`src/rtl/x86rda_pkg.sv`:
```
// ----------------------------------------------------------------------------
// x86rda_pkg
// Shared constants and types for the register-direct x86 ALU stage.
// ----------------------------------------------------------------------------
package x86rda_pkg;

  localparam int DataW = 32;
  localparam int RegN  = 8;
  localparam int AddrW = $clog2(RegN);

  localparam logic [1:0] ModDirect = 2'b11;

  localparam logic [7:0] OP_ADD  = 8'h01;
  localparam logic [7:0] OP_SUB  = 8'h29;
  localparam logic [7:0] OP_AND  = 8'h21;
  localparam logic [7:0] OP_OR   = 8'h09;
  localparam logic [7:0] OP_XOR  = 8'h31;
  localparam logic [7:0] OP_NOT  = 8'hf7;
  localparam logic [7:0] OP_CMP  = 8'h39;
  localparam logic [7:0] OP_MOV  = 8'h89;
  localparam logic [7:0] OP_XCHG = 8'h87;

  typedef struct packed {
    logic sign;
    logic zero;
    logic ovf;
  } flags_t;

  typedef struct packed {
    logic [DataW-1:0] value;
    flags_t           flags;
    logic             fault;
    logic             wr_dst;
    logic             wr_src;
  } exec_res_t;

endpackage

```
`src/rtl/x86rda_exec.sv`:
```
// ----------------------------------------------------------------------------
// x86rda_exec
// Decode and execute one register-direct instruction or preset load on
// resolved operands; gives the result, new flags and register write enables.
// ----------------------------------------------------------------------------
module x86rda_exec (
  input  logic                        load_request,
  input  logic [7:0]                  opcode,
  input  logic [7:0]                  modrm,
  input  logic [x86rda_pkg::DataW-1:0] preset_value,
  input  logic [x86rda_pkg::DataW-1:0] a,
  input  logic [x86rda_pkg::DataW-1:0] b,
  input  x86rda_pkg::flags_t          flags_in,
  output x86rda_pkg::exec_res_t       res
);

  logic [x86rda_pkg::DataW-1:0] sum;
  logic [x86rda_pkg::DataW-1:0] diff;
  logic                         ovf_add;
  logic                         ovf_sub;

  localparam int Msb = x86rda_pkg::DataW - 1;

  assign sum     = a + b;
  assign diff    = a - b;
  assign ovf_add = ~(a[Msb] ^ b[Msb]) & (a[Msb] ^ sum[Msb]);
  assign ovf_sub = (a[Msb] ^ b[Msb]) & (a[Msb] ^ diff[Msb]);

  always_comb begin
    res        = '0;
    res.flags  = flags_in;
    if (load_request) begin
      res.value  = preset_value;
      res.wr_dst = 1'b1;
    end else if (modrm[7:6] != x86rda_pkg::ModDirect) begin
      res.fault = 1'b1;
    end else begin
      case (opcode)
        x86rda_pkg::OP_ADD: begin
          res.value  = sum;
          res.flags  = '{sign: sum[Msb], zero: (sum == '0), ovf: ovf_add};
          res.wr_dst = 1'b1;
        end
        x86rda_pkg::OP_SUB: begin
          res.value  = diff;
          res.flags  = '{sign: diff[Msb], zero: (diff == '0), ovf: ovf_sub};
          res.wr_dst = 1'b1;
        end
        x86rda_pkg::OP_CMP: begin
          res.value = diff;
          res.flags = '{sign: diff[Msb], zero: (diff == '0), ovf: ovf_sub};
        end
        x86rda_pkg::OP_AND: begin
          res.value  = a & b;
          res.flags  = '{sign: res.value[Msb], zero: (res.value == '0), ovf: 1'b0};
          res.wr_dst = 1'b1;
        end
        x86rda_pkg::OP_OR: begin
          res.value  = a | b;
          res.flags  = '{sign: res.value[Msb], zero: (res.value == '0), ovf: 1'b0};
          res.wr_dst = 1'b1;
        end
        x86rda_pkg::OP_XOR: begin
          res.value  = a ^ b;
          res.flags  = '{sign: res.value[Msb], zero: (res.value == '0), ovf: 1'b0};
          res.wr_dst = 1'b1;
        end
        x86rda_pkg::OP_NOT: begin
          res.value  = ~a;
          res.flags  = '{sign: res.value[Msb], zero: (res.value == '0), ovf: 1'b0};
          res.wr_dst = 1'b1;
        end
        x86rda_pkg::OP_MOV: begin
          res.value  = b;
          res.wr_dst = 1'b1;
        end
        x86rda_pkg::OP_XCHG: begin
          res.value  = b;
          res.wr_dst = 1'b1;
          res.wr_src = 1'b1;
        end
        default: begin
          res.fault = 1'b1;
        end
      endcase
    end
  end

endmodule

```
`src/rtl/x86_register_direct_alu_top.sv`:
```
// ----------------------------------------------------------------------------
// x86_register_direct_alu_top
// Register-direct x86 ALU stage: eight 32-bit registers in a synchronous
// memory, sign/zero/overflow flags, one instruction or preset load per word.
//
//   channel  dir  payload                                     handshake
//   s_*      in   tuser: load_request                         tvalid/tready
//                 tdata: opcode, modrm, preset_value
//   m_*      out  tuser: fault                                tvalid/tready
//                 tdata: dest_value, sign, zero, overflow
//
// one word per cycle while the output accepts; xchg holds off the next input
// word, since its second register write uses the single memory write port in
// the following cycle; an accepted word goes through a memory read, then
// execute and write back into the output register
// reset clears the register file through per-entry valid bits, at once
// a stalled output holds the execute stage, so the input takes at most one
// more word until the output register is accepted
// ----------------------------------------------------------------------------
module x86_register_direct_alu_top (
  input  logic        clk,
  input  logic        rst,
  input  logic        s_tvalid,
  output logic        s_tready,
  input  logic [47:0] s_tdata,  // opcode, modrm, preset_value
  input  logic [0:0]  s_tuser,  // load_request
  output logic        m_tvalid,
  input  logic        m_tready,
  output logic [39:0] m_tdata,  // dest_value, sign_flag, zero_flag, overflow_flag
  output logic [0:0]  m_tuser   // fault
);

  localparam int DataW = x86rda_pkg::DataW;
  localparam int AddrW = x86rda_pkg::AddrW;
  localparam int RegN  = x86rda_pkg::RegN;

  logic [DataW-1:0] mem [RegN];
  logic [RegN-1:0]  vld;
  logic [DataW-1:0] rd_a;
  logic [DataW-1:0] rd_b;

  logic             s_fire;
  logic             s1_valid;
  logic             s1_ready;
  logic             s1_fire;
  logic             s1_load;
  logic [7:0]       s1_opcode;
  logic [7:0]       s1_modrm;
  logic [DataW-1:0] s1_preset;
  logic             s1_va;
  logic             s1_vb;
  logic             s1_fw_valid;
  logic [AddrW-1:0] s1_fw_addr;
  logic [DataW-1:0] s1_fw_data;
  logic [AddrW-1:0] s1_dst;
  logic [AddrW-1:0] s1_src;
  logic [DataW-1:0] a_eff;
  logic [DataW-1:0] b_eff;

  logic             xp_valid;
  logic [AddrW-1:0] xp_addr;
  logic [DataW-1:0] xp_data;

  logic             mem_we;
  logic [AddrW-1:0] mem_waddr;
  logic [DataW-1:0] mem_wdata;

  x86rda_pkg::flags_t    flags;
  x86rda_pkg::exec_res_t res;

  logic [DataW-1:0] out_value;
  x86rda_pkg::flags_t out_flags;
  logic             out_fault;

  logic [AddrW-1:0] in_dst;
  logic [AddrW-1:0] in_src;

  assign in_dst = s_tdata[8 +: AddrW];
  assign in_src = s_tdata[11 +: AddrW];
  assign s1_dst = s1_modrm[AddrW-1:0];
  assign s1_src = s1_modrm[3 +: AddrW];

  assign s1_ready = !m_tvalid || m_tready;
  assign s1_fire  = s1_valid && s1_ready;
  assign s_tready = !s1_valid || (s1_ready && !res.wr_src);
  assign s_fire   = s_tvalid && s_tready;

  // write port: execute stage first, xchg second write uses the next cycle
  always_comb begin
    mem_we    = 1'b0;
    mem_waddr = s1_dst;
    mem_wdata = res.value;
    if (s1_fire && res.wr_dst) begin
      mem_we = 1'b1;
    end else if (xp_valid) begin
      mem_we    = 1'b1;
      mem_waddr = xp_addr;
      mem_wdata = xp_data;
    end
  end

  always_ff @(posedge clk) begin
    if (mem_we) begin
      mem[mem_waddr] <= mem_wdata;
    end
    if (s_fire) begin
      rd_a <= mem[in_dst];
      rd_b <= mem[in_src];
    end
  end

  // forward the write that lands on the same edge as the read
  assign a_eff = (s1_fw_valid && s1_fw_addr == s1_dst) ? s1_fw_data :
                 (s1_va ? rd_a : '0);
  assign b_eff = (s1_fw_valid && s1_fw_addr == s1_src) ? s1_fw_data :
                 (s1_vb ? rd_b : '0);

  x86rda_exec u_exec (
    .load_request (s1_load),
    .opcode       (s1_opcode),
    .modrm        (s1_modrm),
    .preset_value (s1_preset),
    .a            (a_eff),
    .b            (b_eff),
    .flags_in     (flags),
    .res          (res)
  );

  always_ff @(posedge clk) begin
    if (s_fire) begin
      s1_load    <= s_tuser[0];
      s1_opcode  <= s_tdata[7:0];
      s1_modrm   <= s_tdata[15:8];
      s1_preset  <= s_tdata[47:16];
      s1_fw_addr <= mem_waddr;
      s1_fw_data <= mem_wdata;
    end
    if (s1_fire) begin
      out_value <= res.value;
      out_flags <= res.flags;
      out_fault <= res.fault;
      xp_addr   <= s1_src;
      xp_data   <= a_eff;
    end
  end

  always_ff @(posedge clk) begin
    if (rst) begin
      vld         <= '0;
      s1_valid    <= 1'b0;
      s1_va       <= 1'b0;
      s1_vb       <= 1'b0;
      s1_fw_valid <= 1'b0;
      xp_valid    <= 1'b0;
      m_tvalid    <= 1'b0;
      flags       <= '0;
    end else begin
      if (mem_we) begin
        vld[mem_waddr] <= 1'b1;
      end
      if (s_fire) begin
        s1_valid    <= 1'b1;
        s1_va       <= vld[in_dst];
        s1_vb       <= vld[in_src];
        s1_fw_valid <= mem_we;
      end else if (s1_fire) begin
        s1_valid <= 1'b0;
      end
      xp_valid <= s1_fire && res.wr_src;
      if (s1_fire) begin
        m_tvalid <= 1'b1;
        flags    <= res.flags;
      end else if (m_tready) begin
        m_tvalid <= 1'b0;
      end
    end
  end

  assign m_tdata = {5'b0, out_flags.ovf, out_flags.zero, out_flags.sign, out_value};
  assign m_tuser = out_fault;

  a_xchg_blocks_input: assert property (@(posedge clk) disable iff (rst)
    (s1_valid && res.wr_src) |-> !s_tready)
    else $error("input accepted while xchg holds the write port");

  a_second_write_alone: assert property (@(posedge clk) disable iff (rst)
    xp_valid |-> !s1_valid)
    else $error("second xchg write overlaps a live execute stage");

  a_fault_zero_value: assert property (@(posedge clk) disable iff (rst)
    (m_tvalid && m_tuser[0]) |-> (m_tdata[31:0] == '0))
    else $error("faulting result carries a nonzero value");

  a_fault_keeps_flags: assert property (@(posedge clk) disable iff (rst)
    (s1_fire && res.fault) |=> (flags == $past(flags)))
    else $error("fault changed the flags");

  a_fault_no_write: assert property (@(posedge clk) disable iff (rst)
    (s1_fire && res.fault) |-> !(res.wr_dst || res.wr_src))
    else $error("fault enabled a register write");

endmodule

```
`config.mk`:
```
export PLATFORM = sky130hd
export DESIGN_NAME = x86_register_direct_alu_top
export DESIGN_NICKNAME = d
export VERILOG_FILES = /design/src/rtl/x86rda_pkg.sv /design/src/rtl/x86rda_exec.sv /design/src/rtl/x86_register_direct_alu_top.sv
export SDC_FILE = /design/constraint.sdc
export NUM_CORES = 1
export LEC_CHECK = 0
export BUFFER_PORTS_ARGS = -buffer_cell sky130_fd_sc_hd__buf_2
export CAP_MARGIN = 20
export CORE_ASPECT_RATIO = 0.5
export CORE_MARGIN = 2
export CORE_UTILIZATION = 40
export CTS_CLUSTER_SIZE = 40
export DETAILED_ROUTE_END_ITERATION = 7
export PLACE_DENSITY = 0.56
export SKIP_CTS_REPAIR_TIMING = 1
export SLEW_MARGIN = 20
export SYNTH_ARGS = -nofsm -noshare
export SYNTH_HDL_FRONTEND = slang
export SYNTH_SLANG_ARGS = --single-unit
```
`constraint.sdc`:
```
create_clock -name clk -period 11 [get_ports clk]
set_input_delay 1.65 -clock clk [delete_from_list [all_inputs] [get_ports clk]]
set_output_delay 1.65 -clock clk [all_outputs]
set_load 0.01 [all_outputs]
```
==> results of run 1 <==
-- final timing paths --
check / endpoint / slack [ps] / cells past startpoint
setup reg to reg: s1_fw_data[29]$_DFFE_PP_ / 4380 / 17
hold reg to reg: xp_addr[0]$_DFFE_PP_ / 470 / 0
setup / recovery: s1_fw_data[29]$_DFFE_PP_ / 4380 / 17
hold / removal: xp_addr[0]$_DFFE_PP_ / 470 / 0
-- area by class of cell --
cell class / instances / area (sq um)
fillers: 6181 / 38000
flip-flops and latches: 492 / 14600
multi-input cells: 1453 / 12300
clock buffers: 64 / 1290
well taps: 910 / 1140
repair buffers: 133 / 778
inverters: 108 / 407
clock inverters: 25 / 298
-- cell families (layout without fill, tap and decap cells) --
group / count (synthesis) / count (layout)
AO/OA/AOI/OAI: 498 / 498
XOR/XNOR: 39 / 39
adder cells (fa/ha/maj): 115 / 115
buffers and inverters: 250 / 330
flip-flops: 492 / 492
multiplexers: 237 / 237
other: 1 / 5
AND/OR/NAND/NOR: 559 / 559
-- cell usage after synthesis (10+ instances only) --
cell       count  area [sq um]
edfxtp_1     475         14300
nand2_1      183           687
mux4_2       132          2970
a21oi_1      126           631
ha_1         113          1410
nor2_1       110           413
inv_1        101           379
clkbuf_1      98           368
mux2_2        97          1090
o21ai_0       72           360
nand3_1       50           250
and3_1        43           269
nand4_1       35           219
xnor2_1       35           307
nor3_1        33           165
nor4_1        30           188
a22oi_1       29           218
a31oi_1       28           175
o211ai_1      25           188
a221oi_1      22           193
buf_1         21          78.8
a21o_1        19           143
dfxtp_1       17           340
a22o_1        16           140
o221ai_1      16           140
o31ai_1       16           120
a211oi_1      14           105
buf_2         14          70.1
nand2b_1      13          81.3
o2111ai_1     12           105
nor2b_1       10          62.6
o22ai_1       10          62.6
-- metrics by stage --
step / util / instances / worst slack, ps / cell area [sq um] / hold slack [ps]
after detailed placement: 0.424 / 3096 / 4570 / 29200 / 462
after CTS: 0.447 / 3185 / 4550 / 30800 / 477
after global placement: 0.424 / 3096 / 4680 / 29200 / 456
final: 0.447 / 3185 / 4380 / 30800 / 474
after floorplan: - / 2195 / 3470 / 27800 / 448
after global routing: 0.447 / 3185 / 3940 / 30800 / 489
-- placed cells by master, fill, tap and decap left out, types with 10 or more instances in the layout --
| cell type | instances |
|---|---|
| a211oi_1 | 14 |
| a21o_1 | 19 |
| a21oi_1 | 126 |
| a221oi_1 | 22 |
| a22o_1 | 16 |
| a22oi_1 | 29 |
| a31oi_1 | 28 |
| and3_1 | 41 |
| buf_2 | 88 |
| buf_4 | 45 |
| clkbuf_1 | 13 |
| clkbuf_16 | 48 |
| dfxtp_1 | 17 |
| edfxtp_1 | 475 |
| ha_1 | 113 |
| inv_1 | 100 |
| mux2_2 | 97 |
| mux4_2 | 132 |
| nand2_1 | 182 |
| nand2b_1 | 13 |
| nand3_1 | 50 |
| nand4_1 | 35 |
| nor2_1 | 107 |
| nor2b_1 | 10 |
| nor3_1 | 28 |
| nor4_1 | 29 |
| o2111ai_1 | 12 |
| o211ai_1 | 25 |
| o21ai_0 | 72 |
| o221ai_1 | 16 |
| o22ai_1 | 10 |
| o31ai_1 | 16 |
| xnor2_1 | 35 |
-- layer usage --
layer,wire [microns],track usage,share of wire,vias to the layer above
met2,38500,0.363,0.42,1007
met5,0,0,0,-
li1,-,-,-,8706
met1,41800,0.389,0.46,10400
met3,9000,0.0459,0.098,122
met4,2070,0.0614,0.023,0
-- power groups by stage --
stage / Clock, mW / Sequential [mW] / Combinational, mW
2_1_floorplan: 0 / 2.19 / 0.453
3_3_place_gp: 0 / 2.21 / 0.670
3_5_place_dp: 0 / 2.21 / 0.668
4_1_cts: 1.71 / 2.17 / 0.672
5_1_grt: 1.78 / 2.17 / 0.733
6_report: 1.68 / 2.17 / 0.687
-- state kept, by name, summed over array words and instances, names as in the netlist --
name         count
mem            256
out_value       32
rd_a            32
rd_b            32
s1_fw_data      32
s1_preset       32
xp_data         32
s1_modrm         8
s1_opcode        8
vld              8
flags            3
m_tdata          3
s1_fw_addr       3
xp_addr          3
m_tuser          1
m_tvalid         1
s1_fw_valid      1
s1_load          1
s1_va            1
s1_valid         1
s1_vb            1
xp_valid         1
-- critical path, cell delays in order (launching register included) --
cell	delay [ps]
edfxtp_1	420
xnor2_1	230
and4_2	250
buf_4	460
nor2_1	100
a21oi_1	470
inv_1	190
ha_1	730
nand2_1	140
o21ai_0	460
nand2_1	150
a311oi_1	660
a211oi_1	340
o2111ai_1	350
and3_1	230
nor3_1	60
nor4_1	480
o21ai_0	480
==> impl_metrics.ini, run 1 <==
[sta]
max_slew.worst_pin.slew_ps = 1230
hold_viol = 0
setup_tns_ps = 0
setup_violations = 0
slew_violations = 0
finClkSkew_ps = 26.8
min_period_ps = 6620
timing.final.crit_share = 0.602
fmax_mhz = 151
max_slew_margin = 0.180
grt_setup_unrepaired = false

[setup_path]
timing.critical_path.fanout_max = 51
crit_path_end_kind = flip-flop
worstPathRequired_ps = 11200
cp-startpoint = s1_fw_addr[0]$_DFFE_PP_
path_class = reg2reg
r2r-start = s1_fw_addr[0]$_DFFE_PP_
arrival_ps = 6810
cp-start-kind = flip-flop

[drt]
detail_route.iter0.violations = 2936
detail_route.wl_per_cell_microns = 28.7
vias = 20200
via_per_inst = 6.35
drt.antenna.violating_nets = 0
post-route-drc-count = 0
dr.pass1.iters = 8
drt_wl_total_microns = 91400

[synth]
synthCells = 2191
yosys_register_bits = 492
synth_ff_type = edfxtp_1
synth_compound_area_frac = 0.124
avgSynthCellArea_sq_um = 12.7
synth.cell_area_sq_um = 27800
synth_xor_area_frac = 0.0123
ys_warn_count = 0
synth_top_family_by_area = multiplexers
synth_edf_count = 475
synthAdderAreaFrac = 0.0523
ys_seq_area_frac = 0.525
muxShareOfSynthArea = 0.149
synth-simple-area-share = 0.101
async_flop_share = 0
yosysUniqueCellTypes = 90

[clocking]
cts.path.max_buffers = 3
cts-root-buf = clkbuf_16
clk_pin_slew_ps = 60
clock_latency_ps = 610
h-tree-depth = 2
cts_tree = built
clock_sinks = 492
cts_buffers = 48

[global_route]
grt_pass1_vias = 19100
antenna_found_initial = 1
grt_use_total = 0.252
grt_remaining_overflow = 0
grt_start_max_net_pins = 67
grt_pass1_wl_microns = 132000

[placement]
gp_congestion = 0.980
dp.final_hpwl_microns = 62900
io_buffers = 90

[floorplan]
die_w_microns = 377
initial_utilization = 0.404
die-area_sq_um = 71700
ioPinCount = 96
core_area_sq_um = 68800
rows = 68
die_h_microns = 190

[power]
power_density_nw_per_um2 = 147
p_seq_frac = 0.478
netSwitchingFraction = 0.269
ir_worst_vdd_v = 0.0000981
p_int_mw = 3.32
p_leak_nw = 10.7
total_power_mw = 4.54
switching_power_mw = 1.22
combPwrFrac = 0.151
power_frac_clock = 0.370

[run]
drv_cap = 0

[finish]
drive_gt1_frac = 0.211
diodes = 0
final_net_count = 2404
syn_to_final_growth_pct = 10.8

[outcome]
status = finished, final reports clean

[worst_hold_path]
min_path_type = reg2reg
hp-start = s1_modrm[3]$_DFFE_PP_
No activity file was read; power rests on OpenSTA's default activity.
==> run 2: changes to the inputs <==
==> constraint.sdc (replaced) <==
create_clock -name clk -period 6.8 [get_ports clk]
set_input_delay 1.02 -clock clk [delete_from_list [all_inputs] [get_ports clk]]
set_output_delay 1.02 -clock clk [all_outputs]
set_load 0.01 [all_outputs]
==> run 2 against run 1 <==
Effect of this change:
- clock skew shrank 1.0 ps
- critical path depth did not move
- first-iteration DRC count decreased by 8.3%
- highest routed layer unchanged
- clock power increased by 52%
- die area did not move
- worst hold slack better by 14 ps
==> impl_metrics.ini, run 2 (synthesis results as in run 1) <==
[placement]
gp_congestion = 0.997
io_buffers = 90
place_area_sq_um = 29500
dp.final_hpwl_microns = 63900
dp.cells = 3124

[sta]
min_period_ps = 6580
grt_setup_unrepaired = false
finClkSkew_ps = 25.7
fmax_mhz = 152
setup_violations = 0
max_slew_margin = 0.265
max_slew.worst_pin.slew_ps = 1100
timing.final.crit_share = 0.968
slew_violations = 0
hold_viol = 0

[floorplan]
rows = 68
initial_utilization = 0.404
die_h_microns = 190
ioPinCount = 96
die_w_microns = 377
die-area_sq_um = 71700
core_area_sq_um = 68800

[clocking]
cts.path.max_buffers = 3
cts-root-buf = clkbuf_16
cts_tree = built
clock_sinks = 492
cts_buffers = 48
clk_pin_slew_ps = 60
clock_latency_ps = 610
h-tree-depth = 2

[drt]
detail_route.wl_per_cell_microns = 28.4
detail_route.iter0.violations = 2691
via_per_inst = 6.24
drt.antenna.violating_nets = 0
drt_wl_total_microns = 91200
vias = 20100
dr.pass1.iters = 6
post-route-drc-count = 0

[setup_path]
path_class = reg2reg
cp-start-kind = flip-flop
crit_path_end_kind = flip-flop
worstPathRequired_ps = 7140
timing.critical_path.fanout_max = 14
arrival_ps = 6920

[global_route]
grt_pass1_vias = 19200
grt_pass1_wl_microns = 132000
grt_use_total = 0.251
grt_remaining_overflow = 0
grt_start_max_net_pins = 97
antenna_found_initial = 1

[finish]
final_net_count = 2433
syn_to_final_growth_pct = 11.4
final_common_cell = edfxtp_1
layout_common_cells = edfxtp_1, nand2_1, mux4_2
regMostFlops = mem
stdcell_area_sq_um = 31000
drive_gt1_frac = 0.219
final_util = 0.450
largest_reg_flops = 256
fillers = 6200
instances_no_fill = 3213

[outcome]
status = finished, final reports clean

[power]
power_density_nw_per_um2 = 233
p_leak_nw = 10.8
ir_worst_vdd_v = 0.000170

[run]
drv_cap = 0

[worst_hold_path]
min_path_type = reg2reg
-- run 2: layout make-up --
type | count | area [sq um] | share of cell area
diodes | 2 | 5.00 | 0.000162
clock buffers | 61 | 1260 | 0.0407
clock inverters | 25 | 226 | 0.00732
inverters | 108 | 407 | 0.0131
multi-input cells | 1453 | 12300 | 0.397
flip-flops and latches | 492 | 14600 | 0.472
well taps | 910 | 1140 | 0.0368
repair buffers | 162 | 1030 | 0.0333
-- run 2: critical path, stage by stage, from the launching register on --
cell and delay [ps]:
edfxtp_1 400, xnor2_1 240, nand4_1 570, and3_1 470
a21oi_1 500, inv_1 150, ha_1 510, and2_1 270
a221o_1 330, o21ai_0 360, a21oi_1 150, nor4_1 830
o31ai_1 280, a21oi_1 230, a21boi_0 210, a2bb2oi_1 380
a31oi_1 170, buf_4 240
-- run 2: final timing paths --
check | from | end | slack, ps | cells past startpoint
worst min register to register | s1_modrm[3]$_DFFE_PP_ | xp_addr[0]$_DFFE_PP_ | 490 | 0
worst max-delay path | s1_modrm[5]$_DFFE_PP_ | mem[6][31]$_DFFE_PP_ | 220 | 17
worst min-delay path | s1_modrm[3]$_DFFE_PP_ | xp_addr[0]$_DFFE_PP_ | 490 | 0
worst max register to register | s1_modrm[5]$_DFFE_PP_ | mem[6][31]$_DFFE_PP_ | 220 | 17
-- run 2: metrics by stage --
stage          total power [mW]  hold WS, ps  TNS (ps)  setup WS (ps)
2_1_floorplan              4.28          448     -8780          -96.8
3_3_place_gp               4.67          453         0            579
3_5_place_dp               4.67          477         0            555
4_1_cts                    7.22          487         0            491
5_1_grt                    7.44          494         0            185
6_report                   7.20          488         0            221
-- run 2: where the power goes --
part           switching [mW]  internal [mW]
logic                   0.737          0.399
registers              0.0672           3.44
clock network            1.16           1.40
total                    1.97           5.24
-- run 2: layer usage --
layer | global-route usage | vias up | wire, microns
li1 | - | 8770 | -
met1 | 0.389 | 10300 | 42400
met2 | 0.369 | 918 | 39000
met3 | 0.0420 | 101 | 8140
met4 | 0.0497 | 0 | 1530
met5 | 0 | - | 0
